`config.mk`:
```
export PLATFORM = sky130hd
export DESIGN_NAME = pidl_ctrl
export DESIGN_NICKNAME = d
export VERILOG_FILES = /design/src/hw/rtl/pidl_pkg.sv /design/src/hw/rtl/pidl_ctrl.sv
export SDC_FILE = /design/constraint.sdc
export NUM_CORES = 1
export LEC_CHECK = 0
export BUFFER_PORTS_ARGS = -buffer_cell sky130_fd_sc_hd__buf_2
export CORE_ASPECT_RATIO = 0.9
export CORE_UTILIZATION = 35
export DETAILED_ROUTE_END_ITERATION = 10
export PLACE_DENSITY = 0.77
export SLEW_MARGIN = 20
export SYNTH_ARGS = -nofsm -noshare
export SYNTH_HDL_FRONTEND = slang
export SYNTH_SLANG_ARGS = --single-unit
```
`constraint.sdc`:
```
create_clock -name vclk -period 6.65
set_input_delay 0.9975 -clock vclk [all_inputs]
set_output_delay 0.9975 -clock vclk [all_outputs]
set_load 0.02 [all_outputs]
```
`src/hw/rtl/pidl_pkg.sv`:
```
// ----------------------------------------------------------------------------
// pidl_pkg: shared types and constants for the positional list
// Beat formats, operation and status codes, and the per-cycle cell command.
// ----------------------------------------------------------------------------
package pidl_pkg;

  localparam int unsigned Capacity = 64;
  localparam int unsigned IdxW     = $clog2(Capacity);
  localparam int unsigned CntW     = $clog2(Capacity + 1);

  localparam int unsigned ModeW  = 3;
  localparam int unsigned PosW   = 7;
  localparam int unsigned DataW  = 32;
  localparam int unsigned StatW  = 2;
  localparam int unsigned LenW   = 7;

  localparam logic [ModeW-1:0] MODE_APPEND = 3'd0;
  localparam logic [ModeW-1:0] MODE_INSERT = 3'd1;
  localparam logic [ModeW-1:0] MODE_REMOVE = 3'd2;
  localparam logic [ModeW-1:0] MODE_POP    = 3'd3;
  localparam logic [ModeW-1:0] MODE_READ   = 3'd4;
  localparam logic [ModeW-1:0] MODE_WRITE  = 3'd5;

  localparam logic [StatW-1:0] ST_OK   = 2'd0;
  localparam logic [StatW-1:0] ST_BAD  = 2'd1;
  localparam logic [StatW-1:0] ST_FULL = 2'd2;

  typedef struct packed {
    logic [ModeW-1:0]        mode;
    logic [PosW-1:0]         position;
    logic signed [DataW-1:0] value;
  } list_in_t;

  typedef struct packed {
    logic signed [DataW-1:0] read_value;
    logic [StatW-1:0]        status;
    logic [LenW-1:0]         length;
  } list_out_t;

  // Broadcast to every cell in the chain
  typedef struct packed {
    logic                    shift_up;
    logic                    shift_down;
    logic                    write_en;
    logic [IdxW-1:0]         pos;
    logic signed [DataW-1:0] value;
  } cell_cmd_t;

endpackage

```
`src/hw/rtl/pidl_ctrl.sv`:
```
// ----------------------------------------------------------------------------
// pidl_ctrl: request decode
// Checks the request against the current length, picks the cell command,
// the status and the new length.
// ----------------------------------------------------------------------------
module pidl_ctrl (
  input  logic                       fire_i,
  input  pidl_pkg::list_in_t         req_i,
  input  logic [pidl_pkg::CntW-1:0]  count_i,
  output pidl_pkg::cell_cmd_t        cmd_o,
  output logic                       rd_en_o,
  output logic [pidl_pkg::StatW-1:0] status_o,
  output logic [pidl_pkg::CntW-1:0]  count_o
);
  import pidl_pkg::*;

  localparam int unsigned CmpW = (PosW > CntW) ? PosW : CntW;

  logic [CmpW-1:0] pos_w, cnt_w;
  logic            full, empty, pos_lt, pos_le;
  logic [CntW-1:0] last_idx;

  assign pos_w    = CmpW'(req_i.position);
  assign cnt_w    = CmpW'(count_i);
  assign full     = (count_i == CntW'(Capacity));
  assign empty    = (count_i == '0);
  assign pos_lt   = (pos_w < cnt_w);
  assign pos_le   = (pos_w <= cnt_w);
  assign last_idx = count_i - CntW'(1);

  always_comb begin
    cmd_o.shift_up   = 1'b0;
    cmd_o.shift_down = 1'b0;
    cmd_o.write_en   = 1'b0;
    cmd_o.pos        = req_i.position[IdxW-1:0];
    cmd_o.value      = req_i.value;
    rd_en_o          = 1'b0;
    status_o         = ST_OK;
    count_o          = count_i;
    unique case (req_i.mode)
      MODE_APPEND: begin
        if (full) begin
          status_o = ST_FULL;
        end else begin
          cmd_o.write_en = fire_i;
          cmd_o.pos      = count_i[IdxW-1:0];
          count_o        = count_i + CntW'(1);
        end
      end
      MODE_INSERT: begin
        if (!pos_le) begin
          status_o = ST_BAD;
        end else if (full) begin
          status_o = ST_FULL;
        end else begin
          cmd_o.shift_up = fire_i;
          count_o        = count_i + CntW'(1);
        end
      end
      MODE_REMOVE: begin
        if (!pos_lt) begin
          status_o = ST_BAD;
        end else begin
          cmd_o.shift_down = fire_i;
          rd_en_o          = 1'b1;
          count_o          = last_idx;
        end
      end
      MODE_POP: begin
        cmd_o.pos = last_idx[IdxW-1:0];
        if (empty) begin
          status_o = ST_BAD;
        end else begin
          cmd_o.shift_down = fire_i;
          rd_en_o          = 1'b1;
          count_o          = last_idx;
        end
      end
      MODE_READ: begin
        if (!pos_lt) begin
          status_o = ST_BAD;
        end else begin
          rd_en_o = 1'b1;
        end
      end
      MODE_WRITE: begin
        if (!pos_lt) begin
          status_o = ST_BAD;
        end else begin
          cmd_o.write_en = fire_i;
        end
      end
      default: begin
        status_o = ST_BAD;
      end
    endcase
  end

endmodule

```
==> qor.yml <==
run_status:
  status: "completed"
grt:
  grt_max_degree: 27
  grt_pass1_vias: 1125
  gr-total-overflow: 0
  antenna_found_initial: 0
  grt_pass1_wl_mm: 5.306
  gr-usage-all-layers_pct: 17.40
drt:
  wl_per_cell_um: 14.11
  wl_mm: 3.188
  dr.pass1.iters: 4
  drc: 0
  avgViaCountPerCell: 5.704
  first_iter_violations: 76
  postRouteAntennaNets: 0
  vias: 1289
finish:
  clkbuf_count: 0
  fin_cells: 226
  fin_area_mm2: 0.001169
  final_common_cell: "buf_2"
  drive_gt1_share_pct: 25.54
  n_antenna_cell: 0
  fillers: 364
  fin_nets: 245
  flops_and_latches: 0
  seq_area_um2: 0
  area_growth_pct: -4.303
  layout_common_cells: "buf_2 (37), a21oi_1 (16), nand2_1 (15)"
hold_path:
  whs_endpoint: "cmd_o[10]"
  hold_start: "req_i[10]"
  holdPathStages: 0
  hold_path.class: "input port to primary output"
timing:
  maxSlewViolCount: 0
  fin_crit_ps: 4207
  rsz0062_at_grt: "no"
  fin_crit_sh_pct: 63.26
  hold_violations: 0
  max-slew-margin-rel_pct: 60.98
  tightest_slew_ps: 585.4
  clock.fmax_mhz: 237.7
  final.setup.tns_ps: 0
  setup_viol: 0
  fin_ws_ps: 2443
floorplanning:
  die-area_mm2: 0.003730
  rows: 19
  coreArea_mm2: 0.003186
  die_w_um: 64.27
  dieHeight_um: 58.04
  start_util_pct: 38.33
  io_pins: 101
setup_path:
  critPathMaxStageDelay_ps: 550
  critical_path_class: "input port to primary output"
  crit_arrival_ps: 3210
  path_cells: "buf_2, inv_1, ha_1, a21oi_1, a21o_1, a21oi_1, or4_1, a21oi_1, o221a_1, buf_2"
  startpoint_type: "input port"
  cp_common_cell: "a21oi_1"
  cp_slowest_cell: "or4_1"
  required_ps: 5650
  crit_path_end_kind: "primary output"
  crit_fanout: 9
clock_network:
  post_cts_buffers: 0
  ctsHoldBuffers: 0
  ctsResizeCount: 0
yosys:
  synth_sequential_area_ratio_pct: 0
  postSynthCellCount: 190
  syn_area_mm2: 0.001221
  avgSynthCellArea_um2: 6.427
  synth_cell_types: 50
  synth_nets: 249
  yosysWarnings: 0
placed_design:
  place_ws_ps: 2466
  dp_cells: 226
  io_buffers: 37
  dp_hpwl_mm: 2.480
  place_area_mm2: 0.001169
  gp_congestion: 0.9313
power:
  peakVddDrop_uv: 29.88
  powerDensity_mw_per_mm2: 80.79
  power.leakage_nw: 0.5131
job:
  maxCapViolations: 0
[power breakdown]
group	total [mW]	switching, mW	internal [mW]
Clock	0	0	0
Combinational	0.0944	0.0600	0.0345
Sequential	0	0	0
Total	0.0944	0.0600	0.0345
[worst max-delay path: cells and delay by family]
kind | cells | cell delay [ps]
buf+inv | 3 | 440
simple gates | 1 | 550
compound gates | 5 | 900
fa+ha+maj | 1 | 310
[cell families (layout without fill, tap and decap cells)]
logic type | count (synthesis) | in the layout | synth area share, %
AO/OA/AOI/OAI | 61 | 61 | 32.79
AND/OR/NAND/NOR | 55 | 55 | 23.16
adder cells (fa/ha/maj) | 9 | 9 | 9.221
XOR/XNOR | 6 | 6 | 4.303
buffers and inverters | 56 | 50 | 27.77
multiplexers | 3 | 3 | 2.766
[layer usage]
metal	track usage (%)	wire length, um	vias up
met1	25.59	1487	582
met3	1.772	242	2
met2	27.67	1443	60
met5	0	0	-
li1	-	-	645
met4	2.857	14	0
[through the flow]
step,utilization [%],power (mW),hold WS [ps]
after global placement,36.69,0.09372,1995
after global routing,36.69,0.1049,1995
after floorplan,-,0.09362,2108
after CTS,36.69,0.09411,1995
final,36.69,0.09441,1995
after detailed placement,36.69,0.09372,1995
[cells in the mapped netlist (all sizes together), types with 3 or more instances]
cell / instances / share of area (%)
mux2: 3 / 2.8
nand2: 15 / 4.6
buf: 36 / 22
xnor2: 5 / 3.6
nor2: 11 / 3.6
inv: 13 / 4.0
clkbuf: 7 / 2.2
ha: 9 / 9.2
a21oi: 16 / 6.6
o221ai: 3 / 2.2
a22oi: 5 / 3.1
o21ai: 18 / 7.4
nor3b: 3 / 2.3
nor3: 7 / 2.9
nand3: 6 / 2.5
[layout make-up]
type	count	area (um2)	share of cell area, %
well taps	42	52.55	4.497
multi-input cells	134	882.1	75.48
inverters	13	48.80	4.176
repair buffers	37	185.2	15.85
[worst max path at each step]
| stage | depth (start not counted) | start | to |
|---|---|---|---|
| after floorplan | 9 | count_i[2] | count_o[6] |
| after global placement | 10 | count_i[2] | count_o[6] |
| after detailed placement | 10 | count_i[2] | count_o[6] |
| after CTS | 10 | count_i[2] | count_o[6] |
| after global routing | 10 | count_i[2] | count_o[6] |
| final | 10 | count_i[2] | count_o[6] |
(Power assumes the default switching activity.)
