### config.mk
export PLATFORM = sky130hd
export DESIGN_NAME = pidl_cell
export DESIGN_NICKNAME = d
export VERILOG_FILES = /design/src/hw/rtl/pidl_pkg.sv /design/src/hw/rtl/pidl_cell.sv
export SDC_FILE = /design/constraint.sdc
export NUM_CORES = 1
export LEC_CHECK = 0
export ABC_AREA = 1
export BUFFER_PORTS_ARGS = -buffer_cell sky130_fd_sc_hd__buf_2
export CAP_MARGIN = 20
export CORE_ASPECT_RATIO = 1.5
export CORE_MARGIN = 2
export CORE_UTILIZATION = 43
export DETAILED_ROUTE_END_ITERATION = 8
export GPL_ROUTABILITY_DRIVEN = 0
export PLACE_DENSITY = 0.81
export SYNTH_ARGS = -nofsm -noshare
export SYNTH_HDL_FRONTEND = slang
export SYNTH_SLANG_ARGS = --single-unit
### constraint.sdc
create_clock -name clk_i -period 5.4 [get_ports clk_i]
set_input_delay 1.08 -clock clk_i [delete_from_list [all_inputs] [get_ports clk_i]]
set_output_delay 1.08 -clock clk_i [all_outputs]
set_load 0.05 [all_outputs]
### src/hw/rtl/pidl_pkg.sv
// ----------------------------------------------------------------------------
// pidl_pkg: shared types and constants for the positional list
// Beat formats, operation and status codes, and the per-cycle cell command.
// ----------------------------------------------------------------------------
package pidl_pkg;

  localparam int unsigned Capacity = 64;
  localparam int unsigned IdxW     = $clog2(Capacity);
  localparam int unsigned CntW     = $clog2(Capacity + 1);

  localparam int unsigned ModeW  = 3;
  localparam int unsigned PosW   = 7;
  localparam int unsigned DataW  = 32;
  localparam int unsigned StatW  = 2;
  localparam int unsigned LenW   = 7;

  localparam logic [ModeW-1:0] MODE_APPEND = 3'd0;
  localparam logic [ModeW-1:0] MODE_INSERT = 3'd1;
  localparam logic [ModeW-1:0] MODE_REMOVE = 3'd2;
  localparam logic [ModeW-1:0] MODE_POP    = 3'd3;
  localparam logic [ModeW-1:0] MODE_READ   = 3'd4;
  localparam logic [ModeW-1:0] MODE_WRITE  = 3'd5;

  localparam logic [StatW-1:0] ST_OK   = 2'd0;
  localparam logic [StatW-1:0] ST_BAD  = 2'd1;
  localparam logic [StatW-1:0] ST_FULL = 2'd2;

  typedef struct packed {
    logic [ModeW-1:0]        mode;
    logic [PosW-1:0]         position;
    logic signed [DataW-1:0] value;
  } list_in_t;

  typedef struct packed {
    logic signed [DataW-1:0] read_value;
    logic [StatW-1:0]        status;
    logic [LenW-1:0]         length;
  } list_out_t;

  // Broadcast to every cell in the chain
  typedef struct packed {
    logic                    shift_up;
    logic                    shift_down;
    logic                    write_en;
    logic [IdxW-1:0]         pos;
    logic signed [DataW-1:0] value;
  } cell_cmd_t;

endpackage

### src/hw/rtl/pidl_cell.sv
// ----------------------------------------------------------------------------
// pidl_cell: one list entry
// Holds one word; takes its lower neighbor's word on insert, its upper
// neighbor's word on removal, or the command value when addressed.
// ----------------------------------------------------------------------------
module pidl_cell (
  input  logic                             clk_i,
  input  logic [pidl_pkg::IdxW-1:0]        cell_idx_i,
  input  pidl_pkg::cell_cmd_t              cmd_i,
  input  logic signed [pidl_pkg::DataW-1:0] lower_i,
  input  logic signed [pidl_pkg::DataW-1:0] upper_i,
  output logic signed [pidl_pkg::DataW-1:0] data_o,
  output logic signed [pidl_pkg::DataW-1:0] hit_o
);
  import pidl_pkg::*;

  logic signed [DataW-1:0] data_q, data_d;
  logic                    at_pos, above_pos;

  assign at_pos    = (cell_idx_i == cmd_i.pos);
  assign above_pos = (cell_idx_i > cmd_i.pos);

  always_comb begin
    data_d = data_q;
    if (cmd_i.shift_up) begin
      if (above_pos) begin
        data_d = lower_i;
      end else if (at_pos) begin
        data_d = cmd_i.value;
      end
    end else if (cmd_i.shift_down) begin
      // close the gap: this entry and all above take their upper neighbor
      if (above_pos || at_pos) begin
        data_d = upper_i;
      end
    end else if (cmd_i.write_en && at_pos) begin
      data_d = cmd_i.value;
    end
  end

  always_ff @(posedge clk_i) begin
    data_q <= data_d;
  end

  assign data_o = data_q;
  assign hit_o  = at_pos ? data_q : '0;

endmodule

==> out/metrics.csv, run 1 <==
metric,value,unit
outcome,finished clean,
Pre-antenna DRT Iters,5,
P per Cell Area,255,nW/um^2
CORE AREA,6130,um^2
DRC viols,0,
final-report setup violation count,0,
Max Fclk,0.245,GHz
minimum clock period,4.07,ns
fillers,601,
Longest Clk Path Bufs,2,
Cells after Synth,378,
largest family of logic cells by synthesized area,simple AND/OR/NAND/NOR gates,
Post-Synth Simple-Gate Area,31.9,%
initial antenna violation count,0,
Worst Tran Pin Value,1.05,ns
final core utilization,59.5,%
Setup crit end,hit_o[6],
"Net Count, Synth",496,
vias in the first global route,2854,
post-DP HPWL,5.82,mm
die height,102,um
Max IR drop VDD,0.000139,V
final-report hold violation count,0,
GRT Resource Usage Total,21.9,%
xor/xnor cell area share of the yosys netlist,0,%
Root Driver,clkbuf_8,
mux cell area share after synthesis,0,%
crit path kind,in2out,
number of diodes,0,
max-cap violation count,0,
first-pass GRT wire length,12.6,mm
Synth-to-Final Area Change,33.5,%
crit path launch type,primary input,
syn_area_per_cell,7.23,um^2
max-slew violation count,0,
Hold/Removal Path Class,in2reg,
GRT overflow,0,
port bufs,175,
antenna-violating nets left,0,
Hold WS,1.09,ns
Final Cycle Share,75.4,%
die area,7020,um^2
Setup Buffers After CTS,0,
CP Capture Type,output port,
Initial DRC Count,168,
Die W,69.1,um
CTS Buf Count,5,
CP Data Arrival Time,2.99,ns
cts hold-fix bufs,0,
Seq cells post-synth,32,
"commonest non-fill, non-tap cell in the layout",buf_2,
Post-DP Area,3570,um^2
final wirelength,7.94,mm
compound-cell area share of the yosys netlist,9.34,%
fin area,3650,um^2
I/O pins,176,
P_leak,0.00226,uW
Final WS setup,1.33,ns
starting density of the core,44.6,%
YS warnings,0,
Synth Area in Adders,2.75,%
number of distinct library cells after synthesis,19,
CTS tree,done,
RSZ-0062 raised after global routing,false,
Worst Path Required,4.32,ns
most frequent cells in the layout,"175 x buf_2, 107 x inv_1, 70 x nand2_1, 47 x nand3_1",
max FFs per register,32,
largest net degree at the start of global routing,56,
Routed WL per cell,12.9,um
Sink Count,32,
crit path launch,cmd_i[37],
CP max FO,55,
clock transition at the registers of the reported paths,0.07,ns
fraction of layout cells with a size suffix above 1,38.9,%
Core Rows,35,
sequential area share after synthesis,35.1,%
pre-CTS setup slack,1.35,ns
setup TNS,0,ns
post-synthesis cell area,2730,um^2
DR vias,3046,
Final nets,658,
H-tree depth reported by CTS,2,
Slew HR,29.6,%
Resize count post-CTS,0,
DR vias/cell,4.96,
[synth_stat cells]
cell / instances / area share (%)
buf_2: 10 / 1.8
inv_1: 107 / 15
nand2_1: 70 / 9.6
clkbuf_1: 3 / 0.41
a21oi_1: 1 / 0.18
nand3_2: 17 / 6.2
ha_1: 6 / 2.7
nand2_4: 1 / 0.41
nand3_4: 2 / 1.3
nor3_1: 1 / 0.18
a22oi_1: 32 / 8.8
edfxtp_1: 32 / 35
nor2_1: 34 / 4.7
nand3_1: 47 / 8.6
buf_4: 1 / 0.27
o21ai_0: 2 / 0.37
nor2_4: 1 / 0.41
buf_6: 9 / 3.7
nand2_2: 2 / 0.46
[critical path: stages]
cell,delay (ns)
buf_2,0.07
inv_1,0.03
ha_1,0.29
nand2_2,0.08
nor2_4,0.15
nand3_4,0.56
nor2_1,0.36
buf_2,0.32
[stage by stage]
stage / power, uW / std cells
floorplan: 660 / 378
global placement: 754 / 607
detailed placement: 767 / 607
CTS: 940 / 614
global route: 984 / 614
finish: 932 / 614
[cell type report]
class                           count  area (um^2)  area share (%)
Clock buffer                        6         72.6            1.99
Sequential cell                    32          961            26.3
Multi-Input combinational cell    216         1220            33.4
Timing Repair Buffer              178          898            24.6
Inverter                          107          402            11.0
Clock inverter                      1         5.00           0.137
Tap cell                           74         92.6            2.54
[worst min-delay path by stage]
stage | startpoint | to | slack [ns] | cells after the start
2_1_floorplan | upper_i[14] | data_o[14]$_DFFE_PP_ | 1.28 | 2
3_3_place_gp | upper_i[19] | data_o[19]$_DFFE_PP_ | 1.37 | 3
3_5_place_dp | upper_i[10] | data_o[10]$_DFFE_PP_ | 1.38 | 3
4_1_cts | upper_i[15] | data_o[15]$_DFFE_PP_ | 1.08 | 3
5_1_grt | upper_i[10] | data_o[10]$_DFFE_PP_ | 1.09 | 3
6_report | upper_i[15] | data_o[15]$_DFFE_PP_ | 1.09 | 3
[layer usage]
metal  up-vias  track usage [%]  routed length (um)
met5         -                0                   0
met1      1368             24.0                2850
met2       154             41.1                4320
met3        23             3.88                 564
li1       1501                -                   -
met4         0             9.65                 206
[where the power goes]
group          internal [uW]  leakage, uW  switching, uW
Combinational            108      0.00192            298
Sequential               331     0.000301           23.1
Clock                   87.5    0.0000410           84.2
Total                    527      0.00226            405
[cells by family after synthesis]
group                    count (synthesis)
AO/OA/AOI/OAI                           35
adder cells (fa/ha/maj)                  6
flip-flops                              32
AND/OR/NAND/NOR                        175
buffers and inverters                  130
Power figures use the tool's default switching activity.
==> run 2, diff against run 1 <==
Settings changed: ABC_AREA 1 to 0, CORE_UTILIZATION 43 to 41.
Clock period 5.4 ns to 4.26 ns, I/O delays scaled along.
==> run 2 against run 1 <==
Clock-buffer cell count up 1. Wire length down 16%. First-iteration DRC count down 68%. Critical path type unchanged. Critical endpoint is now hit_o[13].
==> out/metrics.csv, run 2 <==
metric,value,unit,change
internal power,672,uW,+28%
DR vias,2418,,-21%
asr flop ratio synth,0,%,unchanged
final-report setup violation count,0,,unchanged
synth top area cells,"edfxtp_1 40%, mux2i_1 13%, a211oi_1 10%",,
crit path launch,cmd_i[37],,
Max Fclk,0.300,GHz,
Cells after Synth,238,,-37%
port bufs,175,,unchanged
max FFs per register,32,,unchanged
syn_area_per_cell,10.0,um^2,+38%
clock transition at the registers of the reported paths,0.07,ns,about the same
CP max FO,26,,-53%
Initial DRC Count,54,,-68%
Max IR drop VDD,0.000224,V,+62%
vias in the first global route,2209,,-23%
post-DP HPWL,5.11,mm,-12%
area of the multi-input gates,1290,um^2,+6.2%
Synth-to-Final Area Change,41.9,%,
most frequent cells in the layout,"175 x buf_2, 34 x nor2b_1, 33 x a211oi_1",,
largest area contributor in the netlist,edfxtp_1,,
crit path kind,in2out,,
fillers,536,,-11%
RSZ-0062 raised after global routing,false,,
P_leak,0.00165,uW,-27%
sw frac,40.1,%,-3.4 points
Routed WL per cell,13.9,um,+7.4%
fraction of layout cells with a size suffix above 1,46.3,%,+7.4 points
most frequent cell after synthesis,nor2b_1,,
P per Cell Area,332,nW/um^2,+30%
final wirelength,6.64,mm,-16%
Sink Count,32,,unchanged
post-synth top area share,40.4,%,+5.2 points
starting density of the core,41.7,%,-2.8 points
Hold/Removal Path Class,in2reg,,
Longest Clk Path Bufs,2,,unchanged
Resize count post-CTS,0,,unchanged
die height,97.3,um,-4.3%
hold path depth,3,,unchanged
crit path launch type,primary input,,
antenna-violating nets left,0,,unchanged
minimum clock period,3.34,ns,
post-synthesis cell area,2380,um^2,-13%
Final Cycle Share,78.3,%,
Setup Buffers After CTS,0,,unchanged
Register Area,961,um^2,unchanged
Root Driver,clkbuf_8,,
die area,6440,um^2,-8.3%
Final WS setup,0.924,ns,-0.402 ns
"commonest non-fill, non-tap cell in the layout",buf_2,,
first-pass GRT wire length,9.98,mm,-21%
CP Data Arrival Time,2.48,ns,-0.51 ns
max incr delay on CP,0.33,ns,-0.23 ns
CTS tree,done,,
outcome,finished clean,,
H-tree depth reported by CTS,2,,unchanged
number of diodes,0,,unchanged
YS warnings,0,,unchanged
hold path endpoint,data_o[17]$_DFFE_PP_,,
initial antenna violation count,0,,unchanged
crit-path cells,"buf_2, inv_1, ha_1, nand4_1, nor2_2, buf_4, and2_1, buf_2",,
setup TNS,0,ns,unchanged
max-cap violation count,0,,unchanged
Synth top cells by count,"34 x nor2b_1, 33 x a211oi_1, 32 x a21oi_1, 32 x and2_1, 32 x edfxtp_1",,
Final nets,523,,-21%
I/O pins,176,,unchanged
Worst Tran Pin Value,0.621,ns,-0.430 ns
clock network fraction of total power,19.1,%,+0.7 points
Worst path most repeated cell,buf_2,,
cts hold-fix bufs,0,,unchanged
"Net Count, Synth",356,,-28%
number of distinct library cells after synthesis,20,,+1
GRT Resource Usage Total,19.8,%,-2.0 points
final-report hold violation count,0,,unchanged
CTS Buf Count,5,,unchanged
Seq cells post-synth,32,,unchanged
DRC viols,0,,unchanged
CP Capture Type,output port,,
Post-DP Area,3300,um^2,-7.7%
switching pwr,450,uW,+11%
largest net degree at the start of global routing,66,,+18%
pre-CTS setup slack,0.905,ns,-0.444 ns
Slew HR,58.6,%,+29 points
Die W,66.2,um,-4.2%
ys flop type,edfxtp_1,,
Core Rows,34,,-2.9%
hold path start,upper_i[17],,
Worst Path Required,3.41,ns,-0.91 ns
Pre-antenna DRT Iters,4,,-1
CP max stage cell,buf_4,,
sequential area share after synthesis,40.4,%,+5.2 points
GRT overflow,0,,unchanged
fin area,3380,um^2,-7.5%
Post-synth EDFFs,32,,unchanged
Gate power share,41.9,%,-1.7 points
max-slew violation count,0,,unchanged
sequential power share,39.0,%,+1.0 points
DR vias/cell,5.06,,+2.0%
CORE AREA,5700,um^2,-7.0%
-- run 2: cell count changes after synthesis, sizes merged, moves of 33 or more --
cell,before,now
nand2,73,1
nand3,66,2
nor2b,0,34
a211oi,0,33
inv,107,7
-- run 2: how the worst max path moves through the flow --
stage                                to  depth (start not counted)  slack [ns]
floorplan           data_o[0]$_DFFE_PP_                          7        0.54
global placement              hit_o[13]                          8        1.02
detailed placement            hit_o[13]                          8        0.90
CTS                           hit_o[13]                          8        0.88
global route                  hit_o[13]                          8        0.79
finish                        hit_o[13]                          8        0.92
-- run 2: power groups by stage --
stage | combinational [uW] | clock (uW) | sequential, uW
detailed placement | 472 | 0 | 443
CTS | 474 | 222 | 438
floorplan | 157 | 0 | 627
global route | 496 | 232 | 444
finish | 470 | 215 | 437
global placement | 466 | 0 | 442
-- run 2: layout make-up --
type / instances / area share [%]
Clock buffer: 7 / 2.26
Clock inverter: 1 / 0.111
Inverter: 7 / 0.778
Multi-Input combinational cell: 179 / 38.3
Sequential cell: 32 / 28.5
Tap cell: 72 / 2.67
Timing Repair Buffer: 180 / 27.4
-- run 2: critical path: cells and delay by family --
family	cells	cell delay [ns]
adders and majority gates	1	0.30
buffers and inverters	4	0.71
and+or+nand+nor	3	0.61
-- run 2: cells by family (layout without fill, tap and decap cells) --
| logic type | count (synthesis) | after routing | share of synthesized area, % |
|---|---|---|---|
| AOI/OAI and AO/OA | 69 | 69 | 19.0 |
| buffers and inverters | 27 | 195 | 5.73 |
| DFF | 32 | 32 | 40.4 |
| adders and majority gates | 6 | 6 | 3.15 |
| and+or+nand+nor | 73 | 73 | 18.7 |
| muxes | 31 | 31 | 13.0 |
-- run 2: metrics by stage --
| step | std cells | power [uW] | hold slack [ns] | utilization, % |
|---|---|---|---|---|
| 3_3_place_gp | 470 | 909 | 1.20 | 57.8 |
| 3_5_place_dp | 470 | 916 | 1.21 | 57.8 |
| 2_1_floorplan | 238 | 784 | 1.11 | - |
| 4_1_cts | 478 | 1130 | 0.918 | 59.2 |
| 6_report | 478 | 1120 | 0.925 | 59.2 |
| 5_1_grt | 478 | 1170 | 0.928 | 59.2 |
-- run 2: per-layer routing --
metal	GRT usage [%]	up-vias	part of all wire, %
met5	0	-	0
met1	21.4	1095	38
li1	-	1211	-
met2	36.9	99	54
met4	7.22	0	2.1
met3	3.59	13	6.5
